### src/rtl/core/mssm_pkg.sv
// Package for the shared-memory multi-stack unit.
// Holds sizes, operation and status codes, control structs and word helpers.
// No dependencies.
package mssm_pkg;

    // Sizes of the stack array.
    localparam int NUM_STACKS  = 3;
    localparam int STACK_DEPTH = 32;
    localparam int DATA_WIDTH  = 32;

    localparam int MEM_DEPTH = NUM_STACKS * STACK_DEPTH;
    localparam int ADDR_W    = $clog2(MEM_DEPTH);
    localparam int CNT_W     = $clog2(STACK_DEPTH + 1);

    // Field widths of the item channels.
    localparam int OP_W  = 2;
    localparam int SEL_W = 2;
    localparam int VAL_W = 32;
    localparam int ST_W  = 2;

    // Operation codes.
    localparam logic [OP_W-1:0] OP_PUSH = 2'd0;
    localparam logic [OP_W-1:0] OP_POP  = 2'd1;
    localparam logic [OP_W-1:0] OP_PEEK = 2'd2;

    // Status codes.
    localparam logic [ST_W-1:0] ST_OK    = 2'd0;
    localparam logic [ST_W-1:0] ST_FULL  = 2'd1;
    localparam logic [ST_W-1:0] ST_EMPTY = 2'd2;

    // Commands from the controller to the datapath.
    typedef struct packed {
        logic load_in;
        logic exec;
        logic load_out;
    } t_dp_cmd;

    // Status from the datapath to the controller.
    typedef struct packed {
        logic out_valid;
        logic out_ready;
    } t_dp_sts;

    // A pushed value is sign-extended from 32 bits and kept in a word.
    function automatic logic [DATA_WIDTH-1:0] to_word(input logic [VAL_W-1:0] v);
        return DATA_WIDTH'(signed'(v));
    endfunction

    // A stored word is sign-extended and given in 32 bits.
    function automatic logic [VAL_W-1:0] from_word(input logic [DATA_WIDTH-1:0] w);
        return VAL_W'(signed'(w));
    endfunction

endpackage

### src/rtl/core/mssm_if.sv
// Valid/ready channel interfaces for the multi-stack unit.
// Depends on mssm_pkg for field widths.

// Request channel: one stack operation per item.
interface mssm_req_if
    import mssm_pkg::*;
();
    logic                    valid;
    logic                    ready;
    logic        [OP_W-1:0]  opcode;
    logic        [SEL_W-1:0] stack_select;
    logic signed [VAL_W-1:0] push_value;

    modport source (output valid, opcode, stack_select, push_value, input ready);
    modport sink   (input valid, opcode, stack_select, push_value, output ready);
endinterface

// Response channel: one result per item.
interface mssm_rsp_if
    import mssm_pkg::*;
();
    logic                    valid;
    logic                    ready;
    logic signed [VAL_W-1:0] read_value;
    logic        [ST_W-1:0]  status;
    logic                    now_empty;

    modport source (output valid, read_value, status, now_empty, input ready);
    modport sink   (input valid, read_value, status, now_empty, output ready);
endinterface

### src/rtl/core/multi_stack_shared_memory_unit.sv
// An accepted item is captured, then the execute step reads or writes the stack memory,
// and the result moves to the output register once that register is free; a waiting
// result stalls the next one, and no new item is taken until the last is handed off.
// Reset (synchronous, active low) empties every stack and the output register;
// the stack memory is not cleared and needs no clearing pass.
// Top level of the multi-stack unit; depends on mssm_pkg, mssm_if, mssm_ctrl, mssm_dp.
module multi_stack_shared_memory_unit
    import mssm_pkg::*;
(
    input  logic        i_clk,
    input  logic        i_rst_n,
    mssm_req_if.sink    i_req,
    mssm_rsp_if.source  o_rsp
);

    t_dp_cmd cmd;
    t_dp_sts sts;

    // Controller.
    mssm_ctrl u_ctrl (
        .i_clk       (i_clk),
        .i_rst_n     (i_rst_n),
        .i_req_valid (i_req.valid),
        .i_sts       (sts),
        .o_req_ready (i_req.ready),
        .o_cmd       (cmd)
    );

    // Datapath.
    mssm_dp u_dp (
        .i_clk          (i_clk),
        .i_rst_n        (i_rst_n),
        .i_cmd          (cmd),
        .o_sts          (sts),
        .i_opcode       (i_req.opcode),
        .i_stack_select (i_req.stack_select),
        .i_push_value   (i_req.push_value),
        .o_valid        (o_rsp.valid),
        .i_ready        (o_rsp.ready),
        .o_read_value   (o_rsp.read_value),
        .o_status       (o_rsp.status),
        .o_now_empty    (o_rsp.now_empty)
    );

endmodule

### src/rtl/core/mssm_ctrl.sv
// Controller state machine of the multi-stack unit.
// Sequences capture, execute and result hand-off; uses mssm_pkg structs.
module mssm_ctrl
    import mssm_pkg::*;
(
    input  logic    i_clk,
    input  logic    i_rst_n,
    input  logic    i_req_valid,
    input  t_dp_sts i_sts,
    output logic    o_req_ready,
    output t_dp_cmd o_cmd
);

    localparam logic [1:0] S_IDLE = 2'd0;
    localparam logic [1:0] S_EXEC = 2'd1;
    localparam logic [1:0] S_DONE = 2'd2;

    logic [1:0] r_state;
    logic [1:0] n_state;
    logic       slot_free;

    // The result slot is free when empty or being drained this cycle.
    assign slot_free = !i_sts.out_valid || i_sts.out_ready;

    // Next state and commands.
    always_comb begin
        n_state        = r_state;
        o_req_ready    = 1'b0;
        o_cmd.load_in  = 1'b0;
        o_cmd.exec     = 1'b0;
        o_cmd.load_out = 1'b0;
        unique case (r_state)
            S_IDLE: begin
                o_req_ready = 1'b1;
                if (i_req_valid) begin
                    o_cmd.load_in = 1'b1;
                    n_state       = S_EXEC;
                end
            end
            S_EXEC: begin
                o_cmd.exec = 1'b1;
                n_state    = S_DONE;
            end
            S_DONE: begin
                if (slot_free) begin
                    o_cmd.load_out = 1'b1;
                    n_state        = S_IDLE;
                end
            end
            default: begin
                n_state = S_IDLE;
            end
        endcase
    end

    // State register.
    always_ff @(posedge i_clk) begin
        if (!i_rst_n) begin
            r_state <= S_IDLE;
        end else begin
            r_state <= n_state;
        end
    end

endmodule

### src/rtl/core/mssm_dp.sv
// Datapath of the multi-stack unit: item registers, fill counts,
// shared stack memory and the result register. Uses mssm_pkg.
module mssm_dp
    import mssm_pkg::*;
(
    input  logic                    i_clk,
    input  logic                    i_rst_n,
    input  t_dp_cmd                 i_cmd,
    output t_dp_sts                 o_sts,
    input  logic        [OP_W-1:0]  i_opcode,
    input  logic        [SEL_W-1:0] i_stack_select,
    input  logic signed [VAL_W-1:0] i_push_value,
    output logic                    o_valid,
    input  logic                    i_ready,
    output logic signed [VAL_W-1:0] o_read_value,
    output logic        [ST_W-1:0]  o_status,
    output logic                    o_now_empty
);

    // Captured item.
    logic [OP_W-1:0]  r_op;
    logic [SEL_W-1:0] r_sel;
    logic [VAL_W-1:0] r_val;

    // Per-stack fill counts.
    logic [CNT_W-1:0] r_counts [NUM_STACKS];

    // Shared stack memory and its registered read port.
    logic [DATA_WIDTH-1:0] mem [MEM_DEPTH];
    logic [DATA_WIDTH-1:0] r_rdata;

    // Results of the execute step.
    logic [ST_W-1:0] r_res_status;
    logic            r_res_empty;
    logic            r_res_use_rd;

    // Result register.
    logic                    r_out_valid;
    logic signed [VAL_W-1:0] r_out_value;
    logic        [ST_W-1:0]  r_out_status;
    logic                    r_out_empty;

    logic             found;
    logic [CNT_W-1:0] cur_cnt;
    logic [CNT_W-1:0] n_cnt;
    logic [CNT_W-1:0] offset;
    logic [ADDR_W-1:0] base;
    logic [ADDR_W-1:0] addr;
    logic [ST_W-1:0]  status;
    logic             use_rd;
    logic             do_write;
    logic             n_empty;

    // Select the addressed stack's count and region base.
    always_comb begin
        found   = 1'b0;
        cur_cnt = '0;
        base    = '0;
        for (int i = 0; i < NUM_STACKS; i++) begin
            if (int'(r_sel) == i) begin
                found   = 1'b1;
                cur_cnt = r_counts[i];
                base    = ADDR_W'(i * STACK_DEPTH);
            end
        end
    end

    // Decide the operation outcome and the new count.
    always_comb begin
        n_cnt    = cur_cnt;
        status   = ST_OK;
        use_rd   = 1'b0;
        do_write = 1'b0;
        if (found) begin
            unique case (r_op)
                OP_PUSH: begin
                    if (cur_cnt == CNT_W'(STACK_DEPTH)) begin
                        status = ST_FULL;
                    end else begin
                        do_write = 1'b1;
                        n_cnt    = cur_cnt + 1'b1;
                    end
                end
                OP_POP: begin
                    if (cur_cnt == '0) begin
                        status = ST_EMPTY;
                    end else begin
                        use_rd = 1'b1;
                        n_cnt  = cur_cnt - 1'b1;
                    end
                end
                OP_PEEK: begin
                    if (cur_cnt == '0) begin
                        status = ST_EMPTY;
                    end else begin
                        use_rd = 1'b1;
                    end
                end
                default: begin
                    n_cnt = cur_cnt;
                end
            endcase
        end
        n_empty = found ? (n_cnt == '0) : 1'b1;
    end

    // A push writes just above the top; a pop or peek reads the top.
    assign offset = (r_op == OP_PUSH) ? cur_cnt : cur_cnt - 1'b1;
    assign addr   = base + ADDR_W'(offset);

    // Item capture.
    always_ff @(posedge i_clk) begin
        if (i_cmd.load_in) begin
            r_op  <= i_opcode;
            r_sel <= i_stack_select;
            r_val <= i_push_value;
        end
    end

    // Fill counts, cleared at reset.
    always_ff @(posedge i_clk) begin
        if (!i_rst_n) begin
            for (int i = 0; i < NUM_STACKS; i++) begin
                r_counts[i] <= '0;
            end
        end else if (i_cmd.exec) begin
            for (int i = 0; i < NUM_STACKS; i++) begin
                if (int'(r_sel) == i) begin
                    r_counts[i] <= n_cnt;
                end
            end
        end
    end

    // Stack memory: one write or one read per execute step.
    always_ff @(posedge i_clk) begin
        if (i_cmd.exec && do_write) begin
            mem[addr] <= to_word(r_val);
        end
        if (i_cmd.exec && use_rd) begin
            r_rdata <= mem[addr];
        end
    end

    // Hold the execute outcome until the read data is available.
    always_ff @(posedge i_clk) begin
        if (i_cmd.exec) begin
            r_res_status <= status;
            r_res_empty  <= n_empty;
            r_res_use_rd <= use_rd;
        end
    end

    // Result register with its valid flag.
    always_ff @(posedge i_clk) begin
        if (!i_rst_n) begin
            r_out_valid <= 1'b0;
        end else if (i_cmd.load_out) begin
            r_out_valid <= 1'b1;
        end else if (i_ready) begin
            r_out_valid <= 1'b0;
        end
    end

    always_ff @(posedge i_clk) begin
        if (i_cmd.load_out) begin
            r_out_value  <= r_res_use_rd ? from_word(r_rdata) : '0;
            r_out_status <= r_res_status;
            r_out_empty  <= r_res_empty;
        end
    end

    assign o_valid       = r_out_valid;
    assign o_read_value  = r_out_value;
    assign o_status      = r_out_status;
    assign o_now_empty   = r_out_empty;
    assign o_sts.out_valid = r_out_valid;
    assign o_sts.out_ready = i_ready;

endmodule

### src/flat_wrapper.sv
// flat-port wrapper written by rule: the top's interface ports become plain ports
module multi_stack_shared_memory_unit_flat import mssm_pkg::*;
  (i_clk, i_rst_n, i_req_valid, i_req_opcode, i_req_stack_select, i_req_push_value, i_req_ready, o_rsp_valid, o_rsp_read_value, o_rsp_status, o_rsp_now_empty, o_rsp_ready);
  mssm_req_if i_req_i ();
  mssm_rsp_if o_rsp_i ();
  input  logic i_clk;
  input  logic i_rst_n;
  input wire logic [$bits(i_req_i.valid)-1:0] i_req_valid;
  input wire logic [$bits(i_req_i.opcode)-1:0] i_req_opcode;
  input wire logic [$bits(i_req_i.stack_select)-1:0] i_req_stack_select;
  input wire logic [$bits(i_req_i.push_value)-1:0] i_req_push_value;
  output wire logic [$bits(i_req_i.ready)-1:0] i_req_ready;
  output wire logic [$bits(o_rsp_i.valid)-1:0] o_rsp_valid;
  output wire logic [$bits(o_rsp_i.read_value)-1:0] o_rsp_read_value;
  output wire logic [$bits(o_rsp_i.status)-1:0] o_rsp_status;
  output wire logic [$bits(o_rsp_i.now_empty)-1:0] o_rsp_now_empty;
  input wire logic [$bits(o_rsp_i.ready)-1:0] o_rsp_ready;
  assign i_req_i.valid = i_req_valid;
  assign i_req_i.opcode = i_req_opcode;
  assign i_req_i.stack_select = i_req_stack_select;
  assign i_req_i.push_value = i_req_push_value;
  assign i_req_ready = i_req_i.ready;
  assign o_rsp_valid = o_rsp_i.valid;
  assign o_rsp_read_value = o_rsp_i.read_value;
  assign o_rsp_status = o_rsp_i.status;
  assign o_rsp_now_empty = o_rsp_i.now_empty;
  assign o_rsp_i.ready = o_rsp_ready;
  multi_stack_shared_memory_unit u_core (.i_clk(i_clk), .i_rst_n(i_rst_n), .i_req(i_req_i), .o_rsp(o_rsp_i));
endmodule
### config.mk
export PLATFORM = sky130hd
export DESIGN_NAME = multi_stack_shared_memory_unit_flat
export DESIGN_NICKNAME = d
export VERILOG_FILES = /design/src/rtl/core/mssm_pkg.sv /design/src/rtl/core/mssm_if.sv /design/src/rtl/core/multi_stack_shared_memory_unit.sv /design/src/rtl/core/mssm_ctrl.sv /design/src/rtl/core/mssm_dp.sv /design/src/flat_wrapper.sv
export SDC_FILE = /design/constraint.sdc
export NUM_CORES = 2
export LEC_CHECK = 0
export CORE_MARGIN = 3
export CORE_UTILIZATION = 40
export DETAILED_ROUTE_END_ITERATION = 16
export DONT_BUFFER_PORTS = 1
export PLACE_DENSITY = 0.51
export SYNTH_ARGS = -nofsm -noshare
export SYNTH_HDL_FRONTEND = slang
export SYNTH_SLANG_ARGS = --single-unit
### constraint.sdc
create_clock -name i_clk -period 7.5 [get_ports i_clk]
set_input_delay 0.75 -clock i_clk [delete_from_list [all_inputs] [get_ports i_clk]]
set_output_delay 0.75 -clock i_clk [all_outputs]
set_load 0.03 [all_outputs]
==> results.py <==
metrics = {
    "logic_synthesis": {
        "avgSynthCellArea_um2": 16.1,
        "ys_ff_latch": 3200,
        "synthSimpleGateAreaFrac_pct": 5.92,
        "synth_xor_xnor_area_share_pct": 0.0558,
        "synthMuxAreaShare_pct": 5.94,
        "ys_seq_area_share_pct": 77.9,
        "synth_fa_ha_area_share_pct": 0.0811,
        "synth_warnings": 0,
        "synth_cells": 7640,
        "syn-num-nets": 7688,
        "synth-async-reset-ratio_pct": 0,
        "yosys.cell_types.count": 92,
        "ys.flop_type": "edfxtp_1",
        "synth_compound_area_share_pct": 8.09,
        "synth_area_mm2": 0.123,
        "synth_top_family_by_area": "compound AO/OA/AOI/OAI gates",
        "synth-edff-count": 3197,
    },
    "clock_network": {
        "post-cts-setup-buffers": 0,
        "cts_num_sinks": 3200,
        "cts_buffers": 338,
        "clkTransAtPathRegs_ns": 0.06,
        "cts_tree": "done",
        "cts_buffer_depth": 4,
        "htree_num_levels": 5,
        "clock_latency_ns": 0.93,
        "clock-root-buffer": "clkbuf_16",
    },
    "timing": {
        "finalSetupTns_ns": 0,
        "hold_ws_ns": 0.130,
        "finClkSkew_ns": 0.0475,
        "fin_ws_ns": 0.492,
        "rsz0062_at_grt": "false",
        "period_needed_ns": 7.01,
        "final_max_slew_viol_count": 0,
        "max_freq_mhz": 143,
        "period_share_pct": 93.4,
        "hold_violations": 0,
        "tightest_slew_ns": 1.40,
        "slew_headroom_pct": 5.67,
        "setup_viol": 0,
    },
    "place": {
        "dp_slack_ns": 0.608,
        "placedCellCount": 11700,
        "hpwlAfterDp_mm": 248,
        "placed_area_mm2": 0.131,
        "io_buffers": 0,
        "gp_congestion": 0.916,
    },
    "global_routing": {
        "grt_pass1_vias": 71400,
        "antenna_found_initial": 50,
        "overflow": 0,
        "grt_max_degree": 130,
        "track_usage_pct": 25.7,
        "grt_first_pass_wirelength_mm": 576,
    },
    "layout": {
        "fill_cells": 26400,
        "layout_common_cells": "edfxtp_1 (3197), nand2_1 (1073), mux2i_1 (707), a21oi_1 (526), buf_4 (371)",
        "stdcell_area_mm2": 0.142,
        "finalNetCount": 8000,
        "final_common_cell": "edfxtp_1",
        "finalNonFillerCells": 12300,
        "drive_above_1_share_pct": 12.6,
        "area_growth_pct": 14.8,
    },
    "routing": {
        "routedWlPerCell_um": 33.7,
        "ant_nets": 0,
        "first_iter_violations": 10800,
        "drt_wl_total_mm": 415,
        "dr_total_vias": 73900,
        "first_pass_iters": 6,
        "vias_per_cell": 6.00,
        "drc_errors": 0,
    },
    "min_path": {
        "min_to": "u_core.u_dp.o_valid",
        "hp-class": "input port to register",
        "holdPathStages": 2,
        "hp-start": "o_rsp_ready",
    },
    "setup_path": {
        "endpoint_kind": "register",
        "worstPathCellList": "mux2_4 > a21oi_4 > buf_4 > ha_1 > nor2_1 > mux2_4 > nor2_4 > a21boi_4 > buf_12 > buf_4 > o22ai_1 > nor4_1 > nor3_1 > o22ai_1 > a21oi_1",
        "cp.arrival_ns": 7.61,
        "reg2reg_slack_ns": 0.49,
        "slowest_stage": "nor3_1",
        "path_buf_inv": 3,
        "critPathLaunchType": "register",
        "max_stage_delay_ns": 1.10,
        "timing.rr.end": "u_core.u_dp.r_rdata[7]",
        "crit_required_ns": 8.11,
        "critPathKind": "register to register",
        "critPathMaxFanout": 45,
        "worst-r2r-cell-count": 15,
        "path_delay_family": "compound AO/OA/AOI/OAI gates",
        "r2r-start": "u_core.u_dp.r_sel[0]",
    },
    "pwr": {
        "power.leakage_nw": 45.7,
        "p_int_mw": 30.3,
        "p_per_area_mw_per_mm2": 294,
        "p_sw_share_pct": 27.1,
        "seq_power_share_pct": 47.7,
        "switchingPower_mw": 11.3,
        "clockPowerShare_pct": 38.8,
        "peakVddDrop_mv": 0.189,
        "p_comb_share_pct": 13.4,
    },
    "floorplan": {
        "die_x_um": 561,
        "core_mm2": 0.306,
        "io_pins": 77,
        "rows": 203,
        "die-area_mm2": 0.315,
        "die_y_um": 561,
        "start_util_pct": 40.3,
    },
    "job": {
        "drv_cap": 0,
    },
    "outcome": {
        "outcome": "finished clean",
    },
}
==> cell families (layout without fill, tap and decap cells) <==
logic type,Yosys count,count (layout)
AOI/OAI and AO/OA,1534,1534
xor gates and xnor gates,7,7
adders and majority gates,8,8
buffers and inverters,495,1070
DFF,3200,3200
muxes,723,723
other,0,17
and+or+nand+nor,1673,1673
==> Yosys cell counts, types with 23 or more instances <==
library cell | instances | share of area, %
a221oi_1 | 91 | 0.65
buf_1 | 46 | 0.14
a22o_1 | 23 | 0.16
o21ai_0 | 183 | 0.74
and2_1 | 37 | 0.19
nand3_1 | 121 | 0.49
a222oi_1 | 121 | 0.98
mux2i_1 | 707 | 5.7
nor3_1 | 53 | 0.22
buf_4 | 81 | 0.49
nand2_1 | 1076 | 3.3
clkbuf_1 | 129 | 0.39
buf_2 | 215 | 0.87
a21oi_1 | 526 | 2.1
o22ai_1 | 340 | 1.7
nor2_1 | 144 | 0.44
nor4_1 | 133 | 0.67
a22oi_1 | 46 | 0.28
nand4_1 | 46 | 0.23
edfxtp_1 | 3197 | 78
a31oi_1 | 44 | 0.22
==> area by class of cell <==
type | count | area (um2) | share of cell area, %
diodes | 17 | 42.5 | 0.0300
clock buffers | 414 | 8790 | 6.20
clock inverters | 189 | 1770 | 1.25
inverters | 13 | 48.8 | 0.0345
multi-input cells | 3945 | 25800 | 18.2
flip-flops and latches | 3200 | 96100 | 67.8
well taps | 4100 | 5130 | 3.62
repair buffers | 454 | 4050 | 2.86
==> power by group through the flow <==
stage / Combinational, mW / Sequential [mW] / Clock, mW
after CTS: 5.54 / 19.9 / 16.4
after detailed placement: 5.50 / 20.2 / 0
final: 5.59 / 19.9 / 16.2
after floorplan: 2.53 / 20.4 / 0
after global placement: 5.49 / 20.2 / 0
after global routing: 5.76 / 19.9 / 17.1
==> sequential cells by signal, summed over array words and instances, names as in the netlist, 18 cells and up <==
| signal | flops |
|---|---|
| u_core.u_dp.r_counts | 18 |
| u_core.u_dp.mem | 3072 |
| u_core.u_dp.r_rdata | 32 |
| u_core.u_dp.o_read_value | 32 |
| u_core.u_dp.r_val | 32 |
==> layer usage <==
layer / vias to the layer above / GRT usage (%) / wire length [um]
met4: 14 / 9.42 / 17000
met5: - / 0 / 97
li1: 30900 / - / -
met1: 38700 / 35.5 / 169000
met2: 3709 / 40.7 / 193000
met3: 648 / 4.72 / 36800
==> timing repair <==
item	CTS	global route
gates resized for setup	0	0
hold buffers	38	0
hold endpoints to repair	39	0
==> how the worst max path moves through the flow <==
stage,startpoint,endpoint,slack (ns),depth (start not counted)
detailed placement,u_core.u_dp.r_sel[0],u_core.u_dp.r_rdata[7],0.61,15
global route,u_core.u_dp.r_sel[1],u_core.u_dp.r_rdata[7],0.34,15
global placement,u_core.u_dp.r_sel[1],u_core.u_dp.r_rdata[7],0.59,15
floorplan,u_core.u_dp.r_sel[0],u_core.u_dp.mem[13][0],1.69,17
finish,u_core.u_dp.r_sel[0],u_core.u_dp.r_rdata[7],0.49,15
CTS,u_core.u_dp.r_sel[0],u_core.u_dp.r_rdata[7],0.58,15
==> through the flow <==
step	util, %	total power, mW
after floorplan	-	22.9
after global placement	42.7	25.7
after detailed placement	42.7	25.7
after CTS	46.2	41.8
after global routing	46.2	42.7
final	46.2	41.6
==> worst register-to-register path: stages, from the launching register on <==
cell,delay (ns)
edfxtp_1,0.82
mux2_4,0.43
a21oi_4,0.17
buf_4,0.43
ha_1,0.42
nor2_1,0.10
mux2_4,0.36
nor2_4,0.41
a21boi_4,0.31
buf_12,0.28
buf_4,0.43
o22ai_1,0.23
nor4_1,0.13
nor3_1,1.10
o22ai_1,0.36
a21oi_1,0.75
Power figures use the tool's default switching activity.
